[src/hw/rtl/cofl_pkg.sv]
// types, codes and constants of the frame acceptance filter
package cofl_pkg;

	localparam int unsigned DEF_BLOCK_DEPTH = 16;
	localparam int unsigned ID_W            = 11;
	localparam int unsigned CLASS_W         = 4;
	localparam int unsigned COUNT_OUT_W     = 5;
	localparam int unsigned MASK_W          = 9;
	localparam int unsigned CFG_W           = 11;

	localparam logic        LOG_EN_RESET     = 1'b1;
	localparam logic [10:0] ONLY_ID_RESET    = 11'd0;
	localparam logic [8:0]  CLASS_MASK_RESET = 9'd446;

	// function-code field of the identifier
	localparam logic [10:0] FC_MASK     = 11'h780;
	localparam logic [10:0] FC_HB       = 11'h700;
	localparam logic [10:0] FC_TPDO1    = 11'h180;
	localparam logic [10:0] FC_TPDO2    = 11'h280;
	localparam logic [10:0] FC_TPDO3    = 11'h380;
	localparam logic [10:0] FC_TPDO4    = 11'h480;
	localparam logic [10:0] FC_RPDO1    = 11'h200;
	localparam logic [10:0] FC_RPDO2    = 11'h300;
	localparam logic [10:0] FC_RPDO3    = 11'h400;
	localparam logic [10:0] FC_RPDO4    = 11'h500;
	localparam logic [10:0] FC_SDO_RESP = 11'h580;
	localparam logic [10:0] FC_SDO_REQ  = 11'h600;
	localparam logic [10:0] FC_EMCY     = 11'h080;
	localparam logic [10:0] ID_NMT      = 11'h000;
	localparam logic [10:0] ID_SYNC     = 11'h080;

	typedef enum logic [1:0] {
		FN_CHECK = 2'd0,
		FN_ADD   = 2'd1,
		FN_DEL   = 2'd2
	} cofl_func_t;

	typedef enum logic [1:0] {
		REG_LOG_ENABLE = 2'd0,
		REG_ONLY_ID    = 2'd1,
		REG_CLASS_MASK = 2'd2
	} cofl_reg_t;

	typedef enum logic [1:0] {
		ST_DONE      = 2'd0,
		ST_DUPLICATE = 2'd1,
		ST_FULL      = 2'd2,
		ST_NOT_FOUND = 2'd3
	} cofl_status_t;

	typedef enum logic [3:0] {
		CLS_HB       = 4'd0,
		CLS_TPDO     = 4'd1,
		CLS_RPDO     = 4'd2,
		CLS_SDO_RESP = 4'd3,
		CLS_SDO_REQ  = 4'd4,
		CLS_NMT      = 4'd5,
		CLS_SYNC     = 4'd6,
		CLS_EMCY     = 4'd7,
		CLS_OTHER    = 4'd8
	} cofl_class_t;

	// operation broadcast to every cell of the list
	typedef struct packed {
		logic [ID_W-1:0] id;
		logic            add;
		logic            del;
	} cofl_cmd_t;

	function automatic cofl_class_t class_of(input logic [ID_W-1:0] id);
		logic [ID_W-1:0] fc;
		cofl_class_t     cls;
		fc = id & FC_MASK;
		if (fc == FC_HB)
			cls = CLS_HB;
		else if (fc == FC_TPDO1 || fc == FC_TPDO2 || fc == FC_TPDO3 || fc == FC_TPDO4)
			cls = CLS_TPDO;
		else if (fc == FC_RPDO1 || fc == FC_RPDO2 || fc == FC_RPDO3 || fc == FC_RPDO4)
			cls = CLS_RPDO;
		else if (fc == FC_SDO_RESP)
			cls = CLS_SDO_RESP;
		else if (fc == FC_SDO_REQ)
			cls = CLS_SDO_REQ;
		else if (id == ID_NMT)
			cls = CLS_NMT;
		else if (id == ID_SYNC)
			cls = CLS_SYNC;
		else if (fc == FC_EMCY)
			cls = CLS_EMCY;
		else
			cls = CLS_OTHER;
		return cls;
	endfunction

endpackage

[src/hw/rtl/cofl_cell.sv]
// one blocklist entry with its compare and shift-down logic
module cofl_cell (
	input  logic                           clk,
	input  cofl_pkg::cofl_cmd_t            cmd,
	input  logic                           in_use,
	input  logic                           at_tail,
	input  logic                           list_hit,
	input  logic                           hit_in,
	input  logic [cofl_pkg::ID_W-1:0]      next_entry,
	output logic                           hit_out,
	output logic [cofl_pkg::ID_W-1:0]      entry
);

	logic [cofl_pkg::ID_W-1:0] entry_q;
	logic                      hit_here;

	assign hit_here = in_use && (entry_q == cmd.id);
	// true from the matching cell onward along the row
	assign hit_out  = hit_in || hit_here;
	assign entry    = entry_q;

	always_ff @(posedge clk) begin
		if (cmd.del && hit_out) begin
			entry_q <= next_entry;
		end else if (cmd.add && !list_hit && at_tail) begin
			entry_q <= cmd.id;
		end
	end

endmodule

[src/hw/rtl/canopen_frame_log_filter.sv]
// top level of the frame acceptance filter with identifier blocklist
//
// Input channel s_*: one item per operation. s_tdata carries the 11-bit
// identifier, s_tuser the operation (check frame, add or delete a blocked
// identifier) and the remote request flag. Output channel m_*: one result
// item per input item with the accept flag, the frame class, the blocklist
// fill count and the operation status.
// The blocklist is a row of cells, one identifier each; every cell compares
// its entry with the operand, and a hit flag runs along the row so that on a
// delete each cell at or after the match loads its right neighbor's entry.
// The result is registered in the output register; throughput is one item
// per cycle while the receiver takes results, as the compare along the cell
// row is combinational.
// When the receiver stalls the result stays in the output register and
// s_tready drops until it is taken. Reset clears the list count and the
// output valid and loads the register defaults; configuration writes via
// cfg_we, cfg_index and cfg_data take effect at the next edge.
module canopen_frame_log_filter #(
	parameter int unsigned BLOCK_DEPTH = cofl_pkg::DEF_BLOCK_DEPTH
) (
	input  logic                         clk,
	input  logic                         arst_n,
	input  logic                         cfg_we,
	input  logic [1:0]                   cfg_index,
	input  logic [cofl_pkg::CFG_W-1:0]   cfg_data,
	input  logic                         s_tvalid,
	output logic                         s_tready,
	input  logic [15:0]                  s_tdata,  // cob_id[10:0], zero pad
	input  logic [2:0]                   s_tuser,  // func[1:0], rtr[2]
	output logic                         m_tvalid,
	input  logic                         m_tready,
	// accept[0], frame_class[4:1], list_count[9:5], op_status[11:10], zero pad
	output logic [15:0]                  m_tdata
);

	localparam int unsigned CW = $clog2(BLOCK_DEPTH + 1);

	logic                              log_en_q;
	logic [cofl_pkg::ID_W-1:0]         only_id_q;
	logic [cofl_pkg::MASK_W-1:0]       class_mask_q;
	logic [CW-1:0]                     count_q;

	logic                              out_valid_q;
	logic                              accept_q;
	cofl_pkg::cofl_class_t             class_q;
	logic [CW-1:0]                     count_out_q;
	cofl_pkg::cofl_status_t            status_q;

	logic                              take;
	cofl_pkg::cofl_func_t              func;
	logic [cofl_pkg::ID_W-1:0]         in_id;
	logic                              in_rtr;
	cofl_pkg::cofl_class_t             cls;
	cofl_pkg::cofl_cmd_t               cmd;
	logic                              list_hit;
	logic                              full;
	logic                              ok;
	cofl_pkg::cofl_status_t            status;
	logic [CW-1:0]                     count_nxt;

	logic [BLOCK_DEPTH:0]              hit;
	logic [BLOCK_DEPTH-1:0]            in_use;
	logic [BLOCK_DEPTH-1:0]            at_tail;
	logic [cofl_pkg::ID_W-1:0]         entry [BLOCK_DEPTH];

	assign func   = cofl_pkg::cofl_func_t'(s_tuser[1:0]);
	assign in_rtr = s_tuser[2];
	assign in_id  = s_tdata[cofl_pkg::ID_W-1:0];
	assign cls    = cofl_pkg::class_of(in_id);

	assign s_tready = !out_valid_q || m_tready;
	assign take     = s_tvalid && s_tready;

	assign cmd.id   = in_id;
	assign cmd.add  = take && (func == cofl_pkg::FN_ADD);
	assign cmd.del  = take && (func == cofl_pkg::FN_DEL);

	assign hit[0]   = 1'b0;
	assign list_hit = hit[BLOCK_DEPTH];
	assign full     = (count_q == CW'(BLOCK_DEPTH));

	for (genvar k = 0; k < BLOCK_DEPTH; k++) begin : g_cell
		logic [cofl_pkg::ID_W-1:0] nxt;
		assign in_use[k]  = (CW'(k) < count_q);
		assign at_tail[k] = (count_q == CW'(k));
		if (k == BLOCK_DEPTH - 1) begin : g_last
			assign nxt = entry[k];
		end else begin : g_mid
			assign nxt = entry[k+1];
		end
		cofl_cell u_cell (
			.clk        (clk),
			.cmd        (cmd),
			.in_use     (in_use[k]),
			.at_tail    (at_tail[k]),
			.list_hit   (list_hit),
			.hit_in     (hit[k]),
			.next_entry (nxt),
			.hit_out    (hit[k+1]),
			.entry      (entry[k])
		);
	end

	always_comb begin
		ok        = 1'b0;
		status    = cofl_pkg::ST_DONE;
		count_nxt = count_q;
		unique case (func)
			cofl_pkg::FN_CHECK: begin
				ok = !in_rtr && log_en_q
					&& (only_id_q == '0 || in_id == only_id_q)
					&& !list_hit && class_mask_q[cls];
			end
			cofl_pkg::FN_ADD: begin
				if (list_hit)
					status = cofl_pkg::ST_DUPLICATE;
				else if (full)
					status = cofl_pkg::ST_FULL;
				else
					count_nxt = count_q + CW'(1);
			end
			cofl_pkg::FN_DEL: begin
				if (!list_hit)
					status = cofl_pkg::ST_NOT_FOUND;
				else
					count_nxt = count_q - CW'(1);
			end
			default: begin
				ok = 1'b0;
			end
		endcase
	end

	always_ff @(posedge clk or negedge arst_n) begin
		if (!arst_n) begin
			log_en_q     <= cofl_pkg::LOG_EN_RESET;
			only_id_q    <= cofl_pkg::ONLY_ID_RESET;
			class_mask_q <= cofl_pkg::CLASS_MASK_RESET;
		end else if (cfg_we) begin
			unique case (cofl_pkg::cofl_reg_t'(cfg_index))
				cofl_pkg::REG_LOG_ENABLE: log_en_q     <= cfg_data[0];
				cofl_pkg::REG_ONLY_ID:    only_id_q    <= cfg_data[cofl_pkg::ID_W-1:0];
				cofl_pkg::REG_CLASS_MASK: class_mask_q <= cfg_data[cofl_pkg::MASK_W-1:0];
				default:                  log_en_q     <= log_en_q;
			endcase
		end
	end

	always_ff @(posedge clk or negedge arst_n) begin
		if (!arst_n) begin
			count_q     <= '0;
			out_valid_q <= 1'b0;
		end else begin
			if (take) begin
				count_q     <= count_nxt;
				out_valid_q <= 1'b1;
			end else if (m_tready) begin
				out_valid_q <= 1'b0;
			end
		end
	end

	always_ff @(posedge clk) begin
		if (take) begin
			accept_q    <= ok;
			class_q     <= cls;
			count_out_q <= count_nxt;
			status_q    <= status;
		end
	end

	assign m_tvalid = out_valid_q;
	assign m_tdata  = {4'd0, status_q, cofl_pkg::COUNT_OUT_W'(count_out_q), class_q, accept_q};

endmodule

[config.mk]
export PLATFORM = sky130hd
export DESIGN_NAME = canopen_frame_log_filter
export DESIGN_NICKNAME = d
export VERILOG_FILES = /design/src/hw/rtl/cofl_pkg.sv /design/src/hw/rtl/cofl_cell.sv /design/src/hw/rtl/canopen_frame_log_filter.sv
export SDC_FILE = /design/constraint.sdc
export NUM_CORES = 1
export LEC_CHECK = 0
export ABC_AREA = 1
export BUFFER_PORTS_ARGS = -buffer_cell sky130_fd_sc_hd__buf_2
export CAP_MARGIN = 25
export CORE_ASPECT_RATIO = 1.75
export CORE_UTILIZATION = 50
export DETAILED_ROUTE_END_ITERATION = 10
export GPL_TIMING_DRIVEN = 0
export PLACE_DENSITY = 0.67
export SLEW_MARGIN = 20
export SYNTH_ARGS = -nofsm -noshare
export SYNTH_HDL_FRONTEND = slang
export SYNTH_SLANG_ARGS = --single-unit
[constraint.sdc]
create_clock -name clk -period 4.78 [get_ports clk]
set_input_delay 0.478 -clock clk [delete_from_list [all_inputs] [get_ports clk]]
set_output_delay 0.478 -clock clk [all_outputs]
set_load 0.01 [all_outputs]
Word-level counts from Yosys, hierarchy flattened
Cells that the tools add are included.

Bitwise logic cells: 1. Equal/unequal tests: 50. Add/sub/neg operators: 2. Mux-type cells: 50. $lt $le $gt $ge: 17. Reductions and logical operators: 107.

Operator list (count): $mux W11 (30); $eq A11 B11 Y1 (17); $logic_and A1 B1 Y1 (56); $eq A5 B4 Y1 const B (8); $lt A4 B5 Y1 const A (8); $mux W4 (8); $reduce_bool A2 Y1 (16); $eq A4 B4 Y1 const B (6); $logic_or A1 B1 Y1 (23); $logic_not A11 Y1 (2); $eq A5 B3 Y1 const B (4); $lt A3 B5 Y1 const A (4); $eq A4 B3 Y1 const B (4); $mux W5 (3); $eq A11 B8 Y1 const B (1); $eq A5 B2 Y1 const B (2); $lt A1 B5 Y1 const A (2); $lt A2 B5 Y1 const A (2); $pmux W5 S2 (1); $reduce_and A2 Y1 (4); $mux W2 (3); $add A5 B1 Y5 const B (1); $eq A5 B1 Y1 const B (1); $eq A5 B5 Y1 const B (1); other kinds (13) (20).

Register bits after elaboration: 215. Input bits: 37.

Logic depth before layout (Yosys ltp)
Depth in word-level cells: 22. Depth in mapped cells: 22.

By module
From an unflattened synthesis, not the netlist that was laid out.

Cell total of the unflattened synthesis: 2190. Area total of the unflattened synthesis: 15178.3 µm².

By module, submodules not included: cofl_cell (instances 16, seq. area each 330.3 µm², area an instance 790.8 µm², cells an instance 116); canopen_frame_log_filter (instances 1, seq. area each 1046.0 µm², area an instance 2526.2 µm², cells an instance 334).

Worst setup path after synthesis
OpenSTA, ideal clock, no wires.

Path kind: reg2reg. Start: register count_q[1]. End: register g_cell[11].u_cell.entry_q (netlist bit g_cell[11].u_cell.entry[0]), enable pin. Period minus slack after synthesis: 3.358 ns. Setup slack: 1.422 ns. Data arrival time: 2.961 ns. Required time: 4.383 ns. Stages on the path, launching flop included: 17. Buffers on the path: 0. Cell sequence: dfrtp_1 inv_1 ha_1 nand3_1 nand2_1 nor2_1 nand2_1 nand4_2 nor2_2 nand4_2 nor2_2 nand4_2 nor2_2 nand4_4 inv_2 nand3_4 o31ai_1.

Word-level cells in the longest chain between the ends: 21. Elaborated cells between the ends (all ways): 53. Those cells by class: order compare: 16; eq/ne: 1; reduce/logical: 36.

Ends and longest elaborated chain: from (decl) (RTL line canopen_frame_log_filter.sv:41) `logic [CW-1:0] count_q;`; from (signal assigned) (RTL line canopen_frame_log_filter.sv:155) `count_q <= count_nxt;`; $lt A1 B5 Y1 (RTL line canopen_frame_log_filter.sv:84) `assign in_use[k] = (CW'(k) < count_q);`; $logic_and A1 B1 Y1 (RTL line cofl_cell.sv:17) `assign hit_here = in_use && (entry_q == cmd.id);`; $logic_or A1 B1 Y1 (15 in series) (RTL line cofl_cell.sv:19) `assign hit_out = hit_in || hit_here;`; $logic_not A1 Y1 (RTL line cofl_cell.sv:25) `end else if (cmd.add && !list_hit && at_tail) begin`; $logic_and A1 B1 Y1 (2 in series) (RTL line cofl_cell.sv:25); $reduce_bool A2 Y1 (no source line) *; to (signal assigned) (RTL line cofl_cell.sv:24) `entry_q <= next_entry;`; to (signal assigned) (RTL line cofl_cell.sv:26) `entry_q <= cmd.id;`; to (decl) (RTL line cofl_cell.sv:14) `logic [cofl_pkg::ID_W-1:0] entry_q;`.

Mark *: on every way between the ends. The rest lies on a longest branch, timed or not. A chain may end at the register's enable or synchronous reset.

Final worst setup path
Start: register count_q[1]. End: register g_cell[14].u_cell.entry_q (netlist bit g_cell[14].u_cell.entry[9]), enable pin.

Word-level cells in the longest chain between the ends: 21. Elaborated cells between the ends (all ways): 53. Those cells by class: order compare: 16; eq/ne: 1; reduce/logical: 36.

Ends and longest elaborated chain (RTL line): $lt A1 B5 Y1 (canopen_frame_log_filter.sv:84); $logic_and A1 B1 Y1 (cofl_cell.sv:17); $logic_or A1 B1 Y1 (15 in series) (cofl_cell.sv:19); $logic_not A1 Y1 (cofl_cell.sv:25); $logic_and A1 B1 Y1 (2 in series) (cofl_cell.sv:25); $reduce_bool A2 Y1 (no source line) *; to (signal assigned) (cofl_cell.sv:24); to (signal assigned) (cofl_cell.sv:26); to (decl) (cofl_cell.sv:14).

Marks and branches as above.

==> impl_metrics.toml <==
[clock_network]
clk_pin_slew_ps = 70
clockBufferDepth = 3
numCtsBuffers = 21
cts_setup_buffers = 0
cts_resized = 0
tritoncts = "built"
cts-htree-levels = 1
ctsRootBufferMaster = "clkbuf_16"
clock-sinks = 215
clkLatencyLatePin_ps = 530

[yosys]
syn_avg_cell_area_um2 = 8.51
synth_seq_cells = 215
synth_edf_count = 188
syn_area_mm2 = 0.0128
synth.distinct_cells = 55
synth_warnings = 0
ys.flop_type = "edfxtp_1"
syn_inst = 1504
async_flop_share_pct = 12.6
ys_seq_area_share_pct = 49.5

[sta]
period_minus_slack_ps = 4400
tns_ps = 0
period_share_pct = 92.0
hold_violations = 0
rsz0062_at_grt = "no"
finClkSkew_ps = 15.1
report.final.slew_viol_count = 0
max_freq_mhz = 227
worstMarginPinSlew_ps = 1170
slew_headroom_pct = 21.9
setup_viol = 0

[place]
portBuffers = 45
place_area_mm2 = 0.0135
hpwl_mm = 31.5
finalWeightedCongestion = 0.959

[route]
vias_per_cell = 5.82
avgRoutedWirePerCell_um = 22.5
first_iter_violations = 1036
firstDrtPassIters = 5
ant_nets = 0
vias = 11100
wirelength_mm = 43.1
drc = 0

[global_routing]
antenna_found_initial = 0
grt_usage_pct = 33.9
grt_max_degree = 28
grt_pass1_wl_mm = 63.4
grt_pass1_vias = 10700
grt.overflow.total = 0

[cells_and_area]
multi_input_area_mm2 = 0.00544
design_area_mm2 = 0.0142
diodes = 0
drive_above_1_share_pct = 12.9
fillCellCount = 2348
final-seq-area_mm2 = 0.00633
nets = 1627
syn2layout_area_growth_pct = 10.8

[run]
cap_viol_max_count = 0

[pwr]
switchingPower_mw = 1.31
comb_power_share_pct = 16.4
power.share.sequential_pct = 47.3
leakage_nw = 6.02
p_per_area_mw_per_mm2 = 323
pwr-share-clk_pct = 36.3
p_sw_share_pct = 28.6
irDropWorstVdd_v = 0.000354
p_int_mw = 3.27

[die]
die_h_um = 214
rows = 77
io_pins = 55
initial_utilization_pct = 50.7
die_x_um = 123
core-area_mm2 = 0.0252
dieArea_mm2 = 0.0263

[setup_path]
end_kind = "flop"
arrival_ps = 4550
cp-start-kind = "flop"
required_ps = 4930
crit_type = "flop to flop"
crit_fanout = 11

[hold_path]
holdCritPathClass = "primary input to flop"

[status]
status = "completed"
[flip-flops by register name (all words and copies together), names as in the netlist]
name / cells
accept_q: 1
class_mask_q: 9
class_q: 4
count_out_q: 5
count_q: 5
g_cell.u_cell.entry: 176
log_en_q: 1
m_tvalid: 1
only_id_q: 11
status_q: 2
[cells in the final DEF (no fill, tap or decap), drive strengths merged, types with 4 or more instances in the layout]
cell type | Yosys | routed
o21ai | 140 | 140
o22ai | 9 | 9
buf | 55 | 106
dfrtp | 19 | 19
nand4 | 31 | 31
nor4 | 13 | 13
xnor2 | 40 | 40
ha | 8 | 8
a2111oi | 4 | 4
nor2 | 155 | 155
nand3 | 66 | 66
edfxtp | 188 | 188
nand2 | 410 | 410
xor2 | 53 | 53
clkbuf | 35 | 68
and2 | 6 | 6
mux2 | 12 | 12
nor3 | 14 | 14
inv | 147 | 148
clkinv | 2 | 6
dfstp | 8 | 8
a21oi | 64 | 64
conb | 1 | 4
o31ai | 7 | 7
[cells by family (layout without fill, tap and decap cells)]
kind of cell             after synthesis  after routing  share of synthesized area (%)
multiplexers                          13             13                           1.13
buffers and inverters                239            329                           8.25
XOR/XNOR                              93             93                           6.42
flip-flops                           215            215                           49.5
adder cells (fa/ha/maj)                8              8                          0.782
AO/OA/AOI/OAI                        234            234                           10.2
other                                  1              4                         0.0293
AND/OR/NAND/NOR                      701            701                           23.7
[synth_stat cells (all sizes together) (4+ instances only)]
master | n | area (µm²)
inv | 147 | 552
xor2 | 53 | 472
a21oi | 64 | 320
nor4 | 13 | 81.3
nor2 | 155 | 642
o21ai | 140 | 712
mux2 | 12 | 135
edfxtp | 188 | 5650
o31ai | 7 | 90.1
nand2 | 410 | 1540
nand4 | 31 | 262
o22ai | 9 | 56.3
ha | 8 | 100
dfrtp | 19 | 475
dfstp | 8 | 210
and2 | 6 | 37.5
a2111oi | 4 | 35.0
nor3 | 14 | 80.1
nand3 | 66 | 348
buf | 55 | 364
xnor2 | 40 | 350
clkbuf | 35 | 131
[routing by layer]
metal | wire [µm] | GRT usage, %
met5 | 0 | 0
met4 | 4640 | 31.5
met3 | 3200 | 4.57
met2 | 21400 | 58.4
met1 | 13800 | 34.9
[layout make-up]
| cell class | instances | area share, % |
|---|---|---|
| inverter | 149 | 3.95 |
| multi-input combinational | 1053 | 38.4 |
| clock inverter | 5 | 0.203 |
| buffer | 90 | 3.49 |
| sequential | 215 | 44.6 |
| tap | 316 | 2.79 |
| clock buffer | 33 | 4.50 |
| timing repair buffer | 52 | 2.06 |
[power groups by stage]
stage	Clock (mW)	Combinational, mW	Sequential (mW)
6_report	1.66	0.750	2.17
5_1_grt	1.73	0.802	2.17
4_1_cts	1.66	0.734	2.16
3_5_place_dp	0	0.729	2.20
3_3_place_gp	0	0.713	2.20
2_1_floorplan	0	0.467	2.19
[worst paths after layout]
| check | startpoint | endpoint | slack, ps | cells after the start |
|---|---|---|---|---|
| min | s_tdata[10] | g_cell[15].u_cell.entry[10]$_DFFE_PP_ | 140 | 1 |
| max in group asynchronous | arst_n | only_id_q[7]$_DFFE_PN0P_ | 3840 | 2 |
| min in group asynchronous | arst_n | count_q[3]$_DFFE_PN0P_ | 510 | 2 |
| max | count_q[1]$_DFFE_PN0P_ | g_cell[14].u_cell.entry[9]$_DFFE_PP_ | 380 | 17 |
| min reg2reg | class_mask_q[5]$_DFFE_PN1P_ | class_mask_q[5]$_DFFE_PN1P_ | 490 | 2 |
| max reg2reg | count_q[1]$_DFFE_PN0P_ | g_cell[14].u_cell.entry[9]$_DFFE_PP_ | 380 | 17 |
[through the flow]
stage	hold WS, ps	instances	power, mW	util [%]	worst slack, ps
6_report	140	1913	4.58	56.2	382
5_1_grt	142	1913	4.70	56.2	163
4_1_cts	134	1911	4.55	56.1	362
3_5_place_dp	484	1872	2.93	53.4	361
3_3_place_gp	472	1868	2.92	53.2	125
2_1_floorplan	182	1507	2.66	-	1420
[what timing repair did]
item                                    4_1_cts  5_1_grt
endpoints found under the setup margin        0        0
hold buffers                                  1        0
endpoints found under the hold margin        19        0
[worst max-delay path, stage by stage (launching register included)]
cell     delay, ps
dfrtp_1        530
inv_1          370
ha_1           270
nand3_1        250
nand2_1        150
nor2_1          60
nand2_1         70
nand4_2        170
nor2_2         170
nand4_2        140
nor2_2         140
nand4_2        120
nor2_2         150
nand4_4        170
inv_2          120
nand3_4        120
buf_6          230
o31ai_2        770
Power figures use the tool's default switching activity.
